[config.mk]
export PLATFORM = sky130hd
export DESIGN_NAME = sei_nal_emulation_prevent_gen_top
export DESIGN_NICKNAME = d
export VERILOG_FILES = /design/src/sv/sng_pkg.sv /design/src/sv/sng_queue.sv /design/src/sv/sng_emit.sv /design/src/sv/sei_nal_emulation_prevent_gen_top.sv
export VERILOG_INCLUDE_DIRS = /design/src /design/src/sv
export SDC_FILE = /design/constraint.sdc
export NUM_CORES = 1
export LEC_CHECK = 0
export ABC_AREA = 0
export BUFFER_PORTS_ARGS = -buffer_cell sky130_fd_sc_hd__buf_2
export CAP_MARGIN = 40
export CORE_MARGIN = 1
export CORE_UTILIZATION = 40
export CTS_BUF_LIST = sky130_fd_sc_hd__clkbuf_16
export DETAILED_ROUTE_END_ITERATION = 12
export PLACE_DENSITY = 0.68
export SETUP_SLACK_MARGIN = 0.5
export SLEW_MARGIN = 20
export SYNTH_ARGS = -nofsm -noshare
export SYNTH_HDL_FRONTEND = slang
export SYNTH_HIERARCHICAL = 1
export SYNTH_SLANG_ARGS = --single-unit
export TNS_END_PERCENT = 5
[constraint.sdc]
create_clock -name clk -period 8.9 [get_ports clk]
set_clock_uncertainty 0.15 [all_clocks]
set_input_delay 2.67 -clock clk [delete_from_list [all_inputs] [get_ports clk]]
set_output_delay 2.67 -clock clk [all_outputs]
set_load 0.02 [all_outputs]
[src/sv/assert_macros.svh]
`ifndef ASSERT_MACROS_SVH
`define ASSERT_MACROS_SVH

// Property checked on every rising edge of clk, masked while arst_n is low.
`define AST_HOLDS(lbl, prop, msg) \
	lbl: assert property (@(posedge clk) disable iff (!arst_n) (prop)) else $error(msg);

// Condition that must never be seen on a clock edge outside reset.
`define AST_NEVER(lbl, cond, msg) \
	`AST_HOLDS(lbl, !(cond), msg)

`endif

[src/sv/sng_pkg.sv]
`default_nettype none
package sng_pkg;

	localparam int unsigned TS_W   = 64;
	localparam int unsigned SEQ_W  = 64;
	localparam int unsigned BYTE_W = 8;
	localparam int unsigned IDX_W  = 6;

	// Positions in the unescaped NAL: prefix 0..4, RBSP 5..39
	localparam logic [IDX_W-1:0] RBSP_START = 6'd5;
	localparam logic [IDX_W-1:0] PTYPE_IDX  = 6'd5;
	localparam logic [IDX_W-1:0] PSIZE_IDX  = 6'd6;
	localparam logic [IDX_W-1:0] UUID_START = 6'd7;
	localparam logic [IDX_W-1:0] UUID_END   = 6'd22;
	localparam logic [IDX_W-1:0] TS_START   = 6'd23;
	localparam logic [IDX_W-1:0] TS_END     = 6'd30;
	localparam logic [IDX_W-1:0] SEQ_START  = 6'd31;
	localparam logic [IDX_W-1:0] SEQ_END    = 6'd38;
	localparam logic [IDX_W-1:0] LAST_IDX   = 6'd39;
	localparam logic [IDX_W-1:0] SC_ONE_IDX = 6'd3;
	localparam logic [IDX_W-1:0] HDR_IDX    = 6'd4;

	localparam logic [BYTE_W-1:0] ZERO_BYTE  = 8'h00;
	localparam logic [BYTE_W-1:0] SC_ONE     = 8'h01;
	localparam logic [BYTE_W-1:0] NAL_HDR    = 8'h06;
	localparam logic [BYTE_W-1:0] PTYPE_UDU  = 8'h05;
	localparam logic [BYTE_W-1:0] PSIZE      = 8'h20;
	localparam logic [BYTE_W-1:0] STOP_BYTE  = 8'h80;
	localparam logic [BYTE_W-1:0] EPB        = 8'h03;

	typedef struct packed {
		logic [TS_W-1:0]  stamp_us;
		logic [SEQ_W-1:0] seq_num;
	} sng_item_t;

	function automatic logic [BYTE_W-1:0] uuid_byte(input logic [3:0] k);
		logic [BYTE_W-1:0] b;
		case (k)
			4'd0:    b = 8'hB5;
			4'd1:    b = 8'h58;
			4'd2:    b = 8'h0A;
			4'd3:    b = 8'hB2;
			4'd4:    b = 8'h1C;
			4'd5:    b = 8'h7D;
			4'd6:    b = 8'h4E;
			4'd7:    b = 8'hF6;
			4'd8:    b = 8'h81;
			4'd9:    b = 8'h93;
			4'd10:   b = 8'hA4;
			4'd11:   b = 8'hC3;
			4'd12:   b = 8'hD7;
			4'd13:   b = 8'hE5;
			4'd14:   b = 8'hF2;
			default: b = 8'h9B;
		endcase
		return b;
	endfunction

endpackage
`default_nettype wire

[src/sv/sng_queue.sv]
`default_nettype none
module sng_queue import sng_pkg::*; #(
	parameter int unsigned DEPTH = 2
) (
	input  wire logic                         clk,
	input  wire logic                         arst_n,
	input  wire logic                         in_valid,
	output      logic                         in_ready,
	input  wire sng_item_t                    in_item,
	output      logic                         q_valid,
	output      sng_item_t                    q_item,
	input  wire logic                         q_pop,
	output      logic [$clog2(DEPTH+1)-1:0]   q_count
);

	localparam int unsigned PTR_W = (DEPTH > 1) ? $clog2(DEPTH) : 1;
	localparam int unsigned CNT_W = $clog2(DEPTH+1);
	localparam logic [PTR_W-1:0] PTR_LAST = PTR_W'(DEPTH - 1);
	localparam logic [CNT_W-1:0] CNT_FULL = CNT_W'(DEPTH);

	sng_item_t        mem_q [DEPTH];
	logic [PTR_W-1:0] wr_ptr_q, rd_ptr_q;
	logic [CNT_W-1:0] count_q;
	logic             push, pop;

	assign in_ready = (count_q != CNT_FULL);
	assign q_valid  = (count_q != '0);
	assign q_item   = mem_q[rd_ptr_q];
	assign q_count  = count_q;
	assign push     = in_valid && in_ready;
	assign pop      = q_pop && q_valid;

	always_ff @(posedge clk) begin
		if (push) begin
			mem_q[wr_ptr_q] <= in_item;
		end
	end

	always_ff @(posedge clk or negedge arst_n) begin
		if (!arst_n) begin
			wr_ptr_q <= '0;
			rd_ptr_q <= '0;
			count_q  <= '0;
		end else begin
			if (push) begin
				wr_ptr_q <= (wr_ptr_q == PTR_LAST) ? '0 : wr_ptr_q + 1'b1;
			end
			if (pop) begin
				rd_ptr_q <= (rd_ptr_q == PTR_LAST) ? '0 : rd_ptr_q + 1'b1;
			end
			case ({push, pop})
				2'b10:   count_q <= count_q + 1'b1;
				2'b01:   count_q <= count_q - 1'b1;
				default: count_q <= count_q;
			endcase
		end
	end

endmodule
`default_nettype wire

[src/sv/sng_emit.sv]
`default_nettype none
module sng_emit import sng_pkg::*; (
	input  wire logic              clk,
	input  wire logic              arst_n,
	input  wire logic              q_valid,
	input  wire sng_item_t         q_item,
	output      logic              q_pop,
	output      logic              out_valid,
	input  wire logic              out_ready,
	output      logic [BYTE_W-1:0] out_byte,
	output      logic              last
);

	sng_item_t         item_q;
	logic              active_q;
	logic [IDX_W-1:0]  idx_q;
	logic [1:0]        zeros_q;
	logic              out_valid_q, last_q;
	logic [BYTE_W-1:0] out_byte_q;

	logic [BYTE_W-1:0] raw;
	logic [IDX_W-1:0]  off;
	logic              adv, ins, fin;

	// Byte of the unescaped NAL at position idx_q
	always_comb begin
		off = '0;
		raw = ZERO_BYTE;
		case (idx_q) inside
			SC_ONE_IDX: raw = SC_ONE;
			HDR_IDX:    raw = NAL_HDR;
			PTYPE_IDX:  raw = PTYPE_UDU;
			PSIZE_IDX:  raw = PSIZE;
			[UUID_START:UUID_END]: begin
				off = idx_q - UUID_START;
				raw = uuid_byte(off[3:0]);
			end
			[TS_START:TS_END]: begin
				off = idx_q - TS_START;
				raw = item_q.stamp_us[{off[2:0], 3'b000} +: BYTE_W];
			end
			[SEQ_START:SEQ_END]: begin
				off = idx_q - SEQ_START;
				raw = item_q.seq_num[{off[2:0], 3'b000} +: BYTE_W];
			end
			LAST_IDX: raw = STOP_BYTE;
			default:  raw = ZERO_BYTE;
		endcase
	end

	assign adv   = active_q && (!out_valid_q || out_ready);
	assign ins   = (idx_q >= RBSP_START) && (zeros_q == 2'd2) && (raw <= EPB);
	assign fin   = adv && !ins && (idx_q == LAST_IDX);
	assign q_pop = q_valid && (!active_q || fin);

	always_ff @(posedge clk) begin
		if (q_pop) begin
			item_q <= q_item;
		end
		if (adv) begin
			out_byte_q <= ins ? EPB : raw;
			last_q     <= fin;
		end
	end

	always_ff @(posedge clk or negedge arst_n) begin
		if (!arst_n) begin
			active_q    <= 1'b0;
			idx_q       <= '0;
			zeros_q     <= '0;
			out_valid_q <= 1'b0;
		end else begin
			if (adv) begin
				out_valid_q <= 1'b1;
			end else if (out_ready) begin
				out_valid_q <= 1'b0;
			end
			if (adv) begin
				if (ins) begin
					zeros_q <= '0;
				end else begin
					idx_q <= fin ? '0 : idx_q + 1'b1;
					if (idx_q < RBSP_START || raw != ZERO_BYTE) begin
						zeros_q <= '0;
					end else begin
						zeros_q <= zeros_q + 1'b1;
					end
				end
			end
			if (q_pop) begin
				active_q <= 1'b1;
			end else if (fin) begin
				active_q <= 1'b0;
			end
		end
	end

	assign out_valid = out_valid_q;
	assign out_byte  = out_byte_q;
	assign last      = last_q;

endmodule
`default_nettype wire

[src/sv/sei_nal_emulation_prevent_gen_top.sv]
// Channel | Direction | Signals                            | Transaction
// --------+-----------+------------------------------------+----------------------------
// input   | in        | in_valid in_ready stamp_us seq_num | one item, one SEI NAL
// output  | out       | out_valid out_ready out_byte last  | one NAL byte, last on final
//
// Each item yields 40 to 47 output transactions, one byte per cycle while out_ready
// stays high; the byte sequencer sets this figure through the escape bytes it inserts.
// The first byte passes through the queue, the item register and the output register;
// a queued item follows the last byte of the previous NAL with no gap.
// The queue holds QUEUE_DEPTH items; in_ready drops while it is full and rises once the
// sequencer takes the next item at the end of a NAL.
// A stall on out_ready holds the output register and the sequencer; reset clears the
// queue pointers, the sequencer and the output valid flag.
`default_nettype none
`include "assert_macros.svh"
module sei_nal_emulation_prevent_gen_top import sng_pkg::*; #(
	parameter int unsigned QUEUE_DEPTH = 2
) (
	input  wire logic              clk,
	input  wire logic              arst_n,
	input  wire logic              in_valid,
	output      logic              in_ready,
	input  wire logic [TS_W-1:0]   stamp_us,
	input  wire logic [SEQ_W-1:0]  seq_num,
	output      logic              out_valid,
	input  wire logic              out_ready,
	output      logic [BYTE_W-1:0] out_byte,
	output      logic              last
);

	localparam int unsigned CNT_W = $clog2(QUEUE_DEPTH+1);

	sng_item_t        in_item, q_item;
	logic             q_valid, q_pop;
	logic [CNT_W-1:0] q_count;
	logic             nal_done, q_full;

	// Pack the input fields into one queue entry
	assign in_item = {stamp_us, seq_num};

	// Front: accept and hold items while the sequencer drains the current NAL
	sng_queue #(
		.DEPTH (QUEUE_DEPTH)
	) u_queue (
		.clk      (clk),
		.arst_n   (arst_n),
		.in_valid (in_valid),
		.in_ready (in_ready),
		.in_item  (in_item),
		.q_valid  (q_valid),
		.q_item   (q_item),
		.q_pop    (q_pop),
		.q_count  (q_count)
	);

	// Back: walk the NAL, insert emulation prevention bytes, drive the output register
	sng_emit u_emit (
		.clk       (clk),
		.arst_n    (arst_n),
		.q_valid   (q_valid),
		.q_item    (q_item),
		.q_pop     (q_pop),
		.out_valid (out_valid),
		.out_ready (out_ready),
		.out_byte  (out_byte),
		.last      (last)
	);

	assign nal_done = out_valid && out_ready && last;
	assign q_full   = (q_count == CNT_W'(QUEUE_DEPTH));

	// The final byte of every NAL is the RBSP stop byte
	`AST_NEVER(a_last_is_stop, out_valid && last && (out_byte != STOP_BYTE), "last not stop byte")
	// A new NAL always opens with a zero start code byte
	`AST_HOLDS(a_next_starts_zero, nal_done |=> (!out_valid || out_byte == ZERO_BYTE), "bad NAL start")
	// The queue never fills past its depth, and ready drops only when full
	`AST_HOLDS(a_queue_bound, (q_count <= CNT_W'(QUEUE_DEPTH)) && (in_ready || q_full), "queue count bad")

endmodule
`default_nettype wire
==> results.yml, run 1 <==
run_status:
  outcome: "complete, no violations"
clock_network:
  clkLatencyLatePin_ps: 560
  cts_sinks: 407
  cts.htree.levels: 2
  cts_resized: 0
  cts_setup_buffers: 0
  clk_pin_slew_ps: 60
  root_buffer: "clkbuf_16"
  cts_tree: "yes"
  holdBufCountCts: 0
  cts_buffers: 41
  clockBufferDepth: 3
power:
  vdd_ir_drop_max_mv: 0.154
  power.density_cell_area_mw_per_mm2: 335
  cellLeakagePower_nw: 6.45
  total_power_mw: 6.22
final_layout:
  finalNonFillerCells: 1508
  antenna_cells: 0
  nNetsFinal: 1104
  final_layout_size_suffix_gt1_frac: 0.380
  syn2layout_area_growth_pct: 16.7
logic_synthesis:
  synthMuxAreaShare: 0.152
  synth_simple_gate_area_frac: 0.0289
  synth_seq_area_share: 0.765
  synthArstFlopShare: 0.0344
  synth.cell_area_mm2: 0.0159
  synth.area.top_cells: "edfxtp_1, mux2_2, mux4_2"
  synth_nets: 937
  synth_top_family_by_area: "multiplexers"
  yosysTopAreaCellShare: 0.743
  synth_cell_types: 59
  synth_compound_area_frac: 0.0237
  synth_top_cell_by_area: "edfxtp_1"
  yosys_most_used_dff: "edfxtp_1"
  yosysMostFrequentCell: "edfxtp_1"
  synth_xor_xnor_area_share: 0.00441
  synth.cells.most_frequent: "edfxtp_1, mux2_2, mux2i_1, nand2_1"
  synth_edf_count: 393
  synthAdderAreaFrac: 0.00787
  yosys_warnings: 6
  syn_inst: 795
  synth_seq_cells: 407
  synth.avg_cell_area_um2: 20.0
global_route:
  grt_pass1_wl_mm: 47.1
  grt-ovfl-total: 0
  grt_usage: 0.157
  first_global_vias: 7812
  grt_max_degree: 66
  antenna_found_initial: 0
worst_hold_path:
  hp-start: "u_queue/q_count[1]"
  min_path_type: "register to register"
worst_setup_path:
  end_kind: "register"
  crit_start: "u_emit/idx_q[0]"
  r2r-end: "u_emit/item_q[101]"
  crit_buf_inv: 5
  rrSetupSlack_ps: 2960
  cp_common_cell: "buf_4"
  crit_slowest_cell: "dfrtp_2"
  cp.depth: 15
  path_delay_family: "buffers and inverters"
  crit_path_end: "u_emit/item_q[101]"
  rr_worst_depth: 15
  start_kind: "register"
  worstPathArrival_ps: 5970
  critPathKind: "register to register"
  path_max_fanout: 65
  crit_chain: "buf_4 -> ha_1 -> inv_1 -> ha_2 -> buf_12 -> mux2i_1 -> a22o_1 -> nor3_1 -> a311oi_1 -> o32ai_1 -> nor4b_4 -> o31ai_1 -> and2_4 -> buf_16 -> buf_4"
  r2r-start: "u_emit/idx_q[0]"
  critPathMaxStageDelay_ps: 720
  required_ps: 8930
drt:
  antenna_left: 0
  drtIter0Drc: 519
  first_pass_iters: 5
  wirelength_mm: 31.7
  vias_per_cell: 5.01
  via_count: 7560
  drc: 0
  wl_per_cell_um: 21.0
placed_design:
  finalWeightedCongestion: 0.839
  dp.cells: 1434
  hpwl_mm: 21.7
  portBuffers: 142
die:
  ios: 143
  die-area_mm2: 0.0405
  die_width_um: 201
  num_rows: 72
  die_y_um: 201
  start_util: 0.408
  core_mm2: 0.0389
sta:
  setup_tns_ps: 0
  rsz0062_at_grt: "no"
  hold_viol_final: 0
  drv_slew: 0
  tightestPinTransition_ps: 870
  hold_ws_ps: 353
  fmax_mhz: 168
  max-slew-margin-rel: 0.416
  post-route-min-period_ps: 5940
  setup_viol: 0
  min_period_over_period: 0.668
job:
  max_cap_viol_count: 0
==> layout make-up <==
class | instances | area [µm²]
Clock buffer | 41 | 1030
Clock inverter | 30 | 238
Fill cell | 3249 | 20400
Inverter | 12 | 45.0
Multi-Input combinational cell | 343 | 3460
Sequential cell | 407 | 12200
Tap cell | 518 | 648
Timing Repair Buffer | 157 | 976
==> metal layers <==
layer / wire, µm / GRT usage / vias up / share of wire
met5: 0 / 0 / - / 0
met4: 692 / 0.0563 / 0 / 0.022
met3: 1670 / 0.0350 / 39 / 0.053
met2: 15500 / 0.255 / 213 / 0.49
met1: 13900 / 0.209 / 3797 / 0.44
li1: - / - / 3511 / -
==> how the worst min path moves through the flow <==
stage                                    end  slack, ps  cells past startpoint
after floorplan           u_queue/q_count[1]        310                      1
after global placement    u_queue/q_count[1]        340                      1
after detailed placement  u_queue/q_count[1]        350                      1
after CTS                 u_queue/q_count[1]        360                      1
after global routing      u_queue/q_count[1]        370                      1
final                     u_queue/q_count[1]        350                      1
==> flip-flops by register name, summed over array words and instances, names as in the netlist <==
name / cells
u_emit/active_q: 1
u_emit/idx_q: 6
u_emit/item_q: 128
u_emit/last: 1
u_emit/out_byte: 8
u_emit/out_valid: 1
u_emit/zeros_q: 2
u_queue/mem_q: 256
u_queue/q_count: 2
u_queue/rd_ptr_q: 1
u_queue/wr_ptr_q: 1
==> stage by stage <==
step,worst slack [ps],util,area [µm²]
3_3_place_gp,2490,0.439,17100
5_1_grt,2550,0.477,18500
3_5_place_dp,2340,0.442,17200
2_1_floorplan,1280,-,15900
6_report,2960,0.477,18500
4_1_cts,2320,0.475,18500
==> report_power, final <==
group          total, mW  internal, mW  switching, mW
clock               1.63         0.951          0.681
combinational       1.87         0.819           1.05
sequential          2.72          2.58          0.138
total               6.22          4.36           1.87
==> logic make-up (layout without fill, tap and decap cells) <==
family          Yosys count  in the layout
mux                     188            188
xor+xnor                  8              8
buf+inv                  45            240
fa+ha+maj                10             10
flops                   407            407
simple gates             86             86
compound gates           51             51
==> cells in the final DEF (no fill, tap or decap), types with 4 or more instances in the layout <==
master / count
clkinv_1: 8
mux4_1: 9
edfxtp_1: 393
a311oi_1: 4
nor2_1: 16
clkbuf_16: 41
o21ai_0: 13
nand3_1: 6
inv_1: 22
mux4_2: 17
ha_1: 9
nor3_1: 8
dfrtp_1: 12
a21oi_1: 6
buf_16: 7
nand2_1: 22
buf_4: 7
bufinv_16: 4
mux2i_1: 28
buf_2: 142
nand2b_1: 7
xnor2_1: 6
clkinv_2: 4
mux2_2: 134
Power figures use the tool's default switching activity.
==> inputs of run 2 (changes only) <==
--- a/config.mk
+++ b/config.mk
@@ -13,7 +13,7 @@
 export CORE_UTILIZATION = 40
 export CTS_BUF_LIST = sky130_fd_sc_hd__clkbuf_16
 export DETAILED_ROUTE_END_ITERATION = 12
-export PLACE_DENSITY = 0.68
+export PLACE_DENSITY = 0.71
 export SETUP_SLACK_MARGIN = 0.5
 export SLEW_MARGIN = 20
 export SYNTH_ARGS = -nofsm -noshare
==> constraint.sdc (replaced) <==
create_clock -name clk -period 4.8 [get_ports clk]
set_clock_uncertainty 0.15 [all_clocks]
set_input_delay 1.44 -clock clk [delete_from_list [all_inputs] [get_ports clk]]
set_output_delay 1.44 -clock clk [all_outputs]
set_load 0.02 [all_outputs]
==> results.yml, run 2 (synthesized netlist as in run 1, its figures left out) <==
run_status:
  outcome: "complete, no violations"
global_route:
  antenna_found_initial: 2
  grt_max_degree: 82
  grt-ovfl-total: 0
  grt_usage: 0.156
  first_global_vias: 7916
  grt_pass1_wl_mm: 47.5
clock_network:
  cts.htree.levels: 2
  cts_tree: "yes"
  holdBufCountCts: 0
  cts_buffers: 41
  cts_sinks: 407
  root_buffer: "clkbuf_16"
  clk_pin_slew_ps: 60
  clockBufferDepth: 3
  clkLatencyLatePin_ps: 530
sta:
  tightestPinTransition_ps: 800
  setup_tns_ps: 0
  setup_viol: 0
  post-route-min-period_ps: 4080
  min_period_over_period: 0.851
  drv_slew: 0
  hold_ws_ps: 344
  fmax_mhz: 245
  max-slew-margin-rel: 0.467
  rsz0062_at_grt: "no"
  hold_viol_final: 0
final_layout:
  syn2layout_area_growth_pct: 16.7
  final_common_cell: "edfxtp_1"
  regMostFlops: "u_queue/mem_q"
  fin_area_mm2: 0.0186
  final_cell_mix: "edfxtp_1, buf_2, mux2_2"
  nNetsFinal: 1110
  n_fill_cell: 3300
  largest_register_ff_count: 256
  final_layout_size_suffix_gt1_frac: 0.393
power:
  total_power_mw: 11.5
  vdd_ir_drop_max_mv: 0.280
  power.density_cell_area_mw_per_mm2: 622
  cellLeakagePower_nw: 6.42
die:
  start_util: 0.408
  ios: 143
  die-area_mm2: 0.0405
  num_rows: 72
  die_width_um: 201
  core_mm2: 0.0389
  die_y_um: 201
drt:
  route.met3.wl_mm: 1.18
  via_count: 7564
  vias_per_cell: 4.99
  drtIter0Drc: 541
  first_pass_iters: 5
  drc: 0
  wirelength_mm: 31.2
  dr_wl_met2_mm: 15.2
  wl_per_cell_um: 20.6
  routed.top_layer: "met4"
  drt-met1-wl_mm: 14.1
  antenna_left: 0
worst_setup_path:
  r2r-start: "u_emit/idx_q[1]"
  crit_start: "u_emit/idx_q[1]"
  path_max_fanout: 81
  end_kind: "register"
  critPathKind: "register to register"
  rrSetupSlack_ps: 720
  worstPathArrival_ps: 4100
  r2r-end: "u_emit/item_q[118]"
  required_ps: 4820
  rr_worst_depth: 11
  start_kind: "register"
placed_design:
  placed_cell_area_mm2: 0.0172
  finalWeightedCongestion: 0.875
  hpwl_mm: 21.0
  portBuffers: 142
worst_hold_path:
  hold-path-endpoint: "u_queue/q_count[1]"
  whs_path_depth: 1
  hp-start: "u_queue/q_count[1]"
  min_path_type: "register to register"
job:
  max_cap_viol_count: 0
==> run 2: how the worst max path moves through the flow <==
stage / to / slack, ps / cells after the start
floorplan: u_queue/q_count[1] / -370 / 18
global placement: u_queue/q_count[1] / 470 / 16
detailed placement: u_emit/item_q[89] / 440 / 13
CTS: u_queue/q_count[1] / 430 / 16
global route: u_queue/q_count[1] / 520 / 13
finish: u_emit/item_q[118] / 720 / 11
==> run 2: repair_timing <==
action,in CTS,in global routing
gates cloned,0,0
endpoints found under the setup margin,82,130
setup buffers,0,1
resized for setup,1,7
pin swaps,0,1
==> run 2: metrics by stage <==
stage	util	setup slack [ps]	instances
after floorplan	-	-368	795
after global placement	0.442	470	1441
after detailed placement	0.443	437	1442
after CTS	0.475	428	1514
after global routing	0.477	518	1515
final	0.477	715	1517
==> run 2: layer usage <==
metal / global-route usage / vias to the layer above
li1: - / 3528
met1: 0.214 / 3818
met2: 0.255 / 174
met3: 0.0246 / 44
met4: 0.0501 / 0
met5: 0 / -
==> run 2: critical path: stages (launching register included) <==
cell and delay [ps]:
dfrtp_2 440, ha_1 190, buf_4 150, nand2_1 150, o2bb2ai_1 650, nand2_1 210
o221a_2 360, o311a_1 340, nor4b_4 140, o31ai_1 270, and2_4 240, buf_12 330
==> run 2: layout make-up <==
type | instances | area, µm² | area share
antenna | 2 | 5.00 | 0.000270
multi-input combinational | 343 | 3490 | 0.188
inverter | 12 | 45.0 | 0.00243
tap | 518 | 648 | 0.0349
clock buffer | 41 | 1030 | 0.0553
clock inverter | 31 | 225 | 0.0121
timing repair buffer | 163 | 955 | 0.0515
sequential | 407 | 12200 | 0.655
==> run 2: power by group <==
group	total, mW	internal (mW)	switching (mW)
clock network	2.96	1.71	1.25
logic	3.55	1.56	1.99
registers	5.03	4.80	0.234
total	11.5	8.07	3.47
==> inputs of run 3 (changes only) <==
--- a/config.mk
+++ b/config.mk
@@ -9,10 +9,12 @@
 export ABC_AREA = 0
 export BUFFER_PORTS_ARGS = -buffer_cell sky130_fd_sc_hd__buf_2
 export CAP_MARGIN = 40
+export CORE_ASPECT_RATIO = 0.5
 export CORE_MARGIN = 1
 export CORE_UTILIZATION = 40
 export CTS_BUF_LIST = sky130_fd_sc_hd__clkbuf_16
 export DETAILED_ROUTE_END_ITERATION = 12
+export GPL_TIMING_DRIVEN = 0
 export PLACE_DENSITY = 0.71
 export SETUP_SLACK_MARGIN = 0.5
 export SLEW_MARGIN = 20
==> results.yml, run 3 (synthesized netlist as in run 1, its figures left out) <==
drt:
  drtIter0Drc: 583
  antenna_left: 0
  wl_per_cell_um: 21.6
  wirelength_mm: 34.2
  vias_per_cell: 5.13
  first_pass_iters: 4
  via_count: 8144
  drc: 0
die:
  die_width_um: 284
  num_rows: 51
  ios: 143
  start_util: 0.408
  core_mm2: 0.0390
  die-area_mm2: 0.0406
  die_y_um: 143
global_route:
  grt_usage: 0.168
  first_global_vias: 8384
  grt-ovfl-total: 0
  grt_max_degree: 53
  antenna_found_initial: 5
  grt_pass1_wl_mm: 50.6
power:
  switchingPower_mw: 4.00
  total_power_mw: 12.7
  p_int_mw: 8.71
  cellLeakagePower_nw: 6.82
  clockPowerShare: 0.233
  vdd_ir_drop_max_mv: 0.331
  combPwrFrac: 0.376
  switching_share: 0.315
  seq_power_share: 0.391
  power.density_cell_area_mw_per_mm2: 653
placed_design:
  hpwl_mm: 22.6
  pre_cts_ws_ps: -1320
  finalWeightedCongestion: 0.926
  placed_cell_area_mm2: 0.0176
  portBuffers: 142
clock_network:
  clockBufferDepth: 3
  clk_pin_slew_ps: 60
  clkLatencyLatePin_ps: 530
  cts_sinks: 407
  cts.htree.levels: 2
  cts_tree: "yes"
  holdBufCountCts: 0
  root_buffer: "clkbuf_16"
  cts_buffers: 39
sta:
  post-route-min-period_ps: 4260
  min_period_over_period: 0.887
  layout_setup_ws_ps: 544
  rsz0062_at_grt: "yes"
  hold_viol_final: 0
  setup_viol: 0
  max-slew-margin-rel: 0.498
  hold_ws_ps: 345
  drv_slew: 0
  fmax_mhz: 235
  tightestPinTransition_ps: 747
final_layout:
  n_fill_cell: 3094
  nNetsFinal: 1171
  final_common_cell: "edfxtp_1"
  regMostFlops: "u_queue/mem_q"
  syn2layout_area_growth_pct: 22.4
  final_cell_mix: "edfxtp_1, buf_2, mux2_2"
  fin_area_mm2: 0.0195
  final_layout_size_suffix_gt1_frac: 0.448
  largest_register_ff_count: 256
worst_setup_path:
  critPathKind: "register to register"
  worstPathArrival_ps: 4560
  end_kind: "register"
  path_max_fanout: 8
  crit_start: "u_emit/idx_q[0]"
  required_ps: 5100
  cp_common_cell: "ha_4"
  crit_slowest_cell: "dfrtp_2"
  r2r-start: "u_emit/idx_q[0]"
  critPathMaxStageDelay_ps: 470
  crit_chain: "ha_4 -> inv_2 -> ha_4 -> buf_4 -> buf_12 -> mux4_2 -> mux2_4 -> a311oi_4 -> o32ai_4 -> nor4b_4 -> buf_4 -> o31ai_4 -> buf_6 -> and2_4 -> and2_4 -> ha_4 -> xnor2_2 -> nor2_1 -> xor2_1"
  start_kind: "register"
worst_hold_path:
  min_path_type: "register to register"
  hp-start: "u_queue/q_count[1]"
job:
  max_cap_viol_count: 0
run_status:
  outcome: "complete, no violations"
-- run 3: cell types whose count changed in the layout (fill, tap and decap cells not counted), sizes merged --
cell	previous run	this run
and2	3	5
clkinv	20	15
buf	163	219
inv	17	18
diode	2	4
clkbuf	41	44
bufinv	3	4
-- run 3: cell type report --
| type | count | area [µm²] | share of cell area |
|---|---|---|---|
| well taps | 530 | 663 | 0.0341 |
| diodes | 4 | 10.0 | 0.000515 |
| plain buffers | 33 | 340 | 0.0175 |
| flip-flops and latches | 407 | 12200 | 0.625 |
| clock inverters | 28 | 264 | 0.0136 |
| repair buffers | 191 | 1290 | 0.0661 |
| multi-input cells | 345 | 3690 | 0.190 |
| inverters | 12 | 66.3 | 0.00341 |
| clock buffers | 39 | 976 | 0.0502 |
-- run 3: power by group through the flow --
| stage | Sequential, mW | Combinational [mW] | Clock [mW] |
|---|---|---|---|
| finish | 4.97 | 4.78 | 2.96 |
| CTS | 4.97 | 4.40 | 3.03 |
| global route | 5.02 | 5.04 | 3.17 |
| global placement | 5.11 | 3.70 | 0 |
| floorplan | 5.08 | 2.51 | 0 |
| detailed placement | 5.04 | 3.95 | 0 |
-- run 3: what timing repair did --
item | 4_1_cts | 5_1_grt
endpoints found under the setup margin | 143 | 130
gates cloned | 2 | 1
pin swaps | 8 | 13
setup buffers | 19 | 16
resized for setup | 56 | 30
-- run 3: worst max-delay path, delay by kind of cell, from the launching register on --
family	cells	cell delay (ps)
adders and majority gates	3	560
DFF	1	470
AOI/OAI and AO/OA	3	680
xor gates and xnor gates	2	280
and+or+nand+nor	4	620
muxes	2	680
buffers and inverters	5	720
-- run 3: through the flow --
step                instances  setup TNS (ps)   util
CTS                      1568               0  0.492
global route             1588               0  0.499
finish                   1589               0  0.499
floorplan                 795          -35810      -
detailed placement       1480         -124460  0.450
global placement         1467         -495570  0.443
-- run 3: final timing paths --
check,endpoint,slack [ps],cells past startpoint
max in group asynchronous,u_emit/idx_q[0],3580,1
setup reg to reg,u_queue/q_count[1],540,19
setup / recovery,u_queue/q_count[1],540,19
hold / removal,u_queue/q_count[1],340,1
hold reg to reg,u_queue/q_count[1],340,1
min in group asynchronous,u_queue/wr_ptr_q,650,1
-- run 3: layer usage --
layer,GRT usage,up-vias,wire (µm)
met1,0.212,4230,14100
met3,0.0380,36,1980
li1,-,3654,-
met4,0.0441,2,531
met2,0.295,222,17600
met5,0,-,13
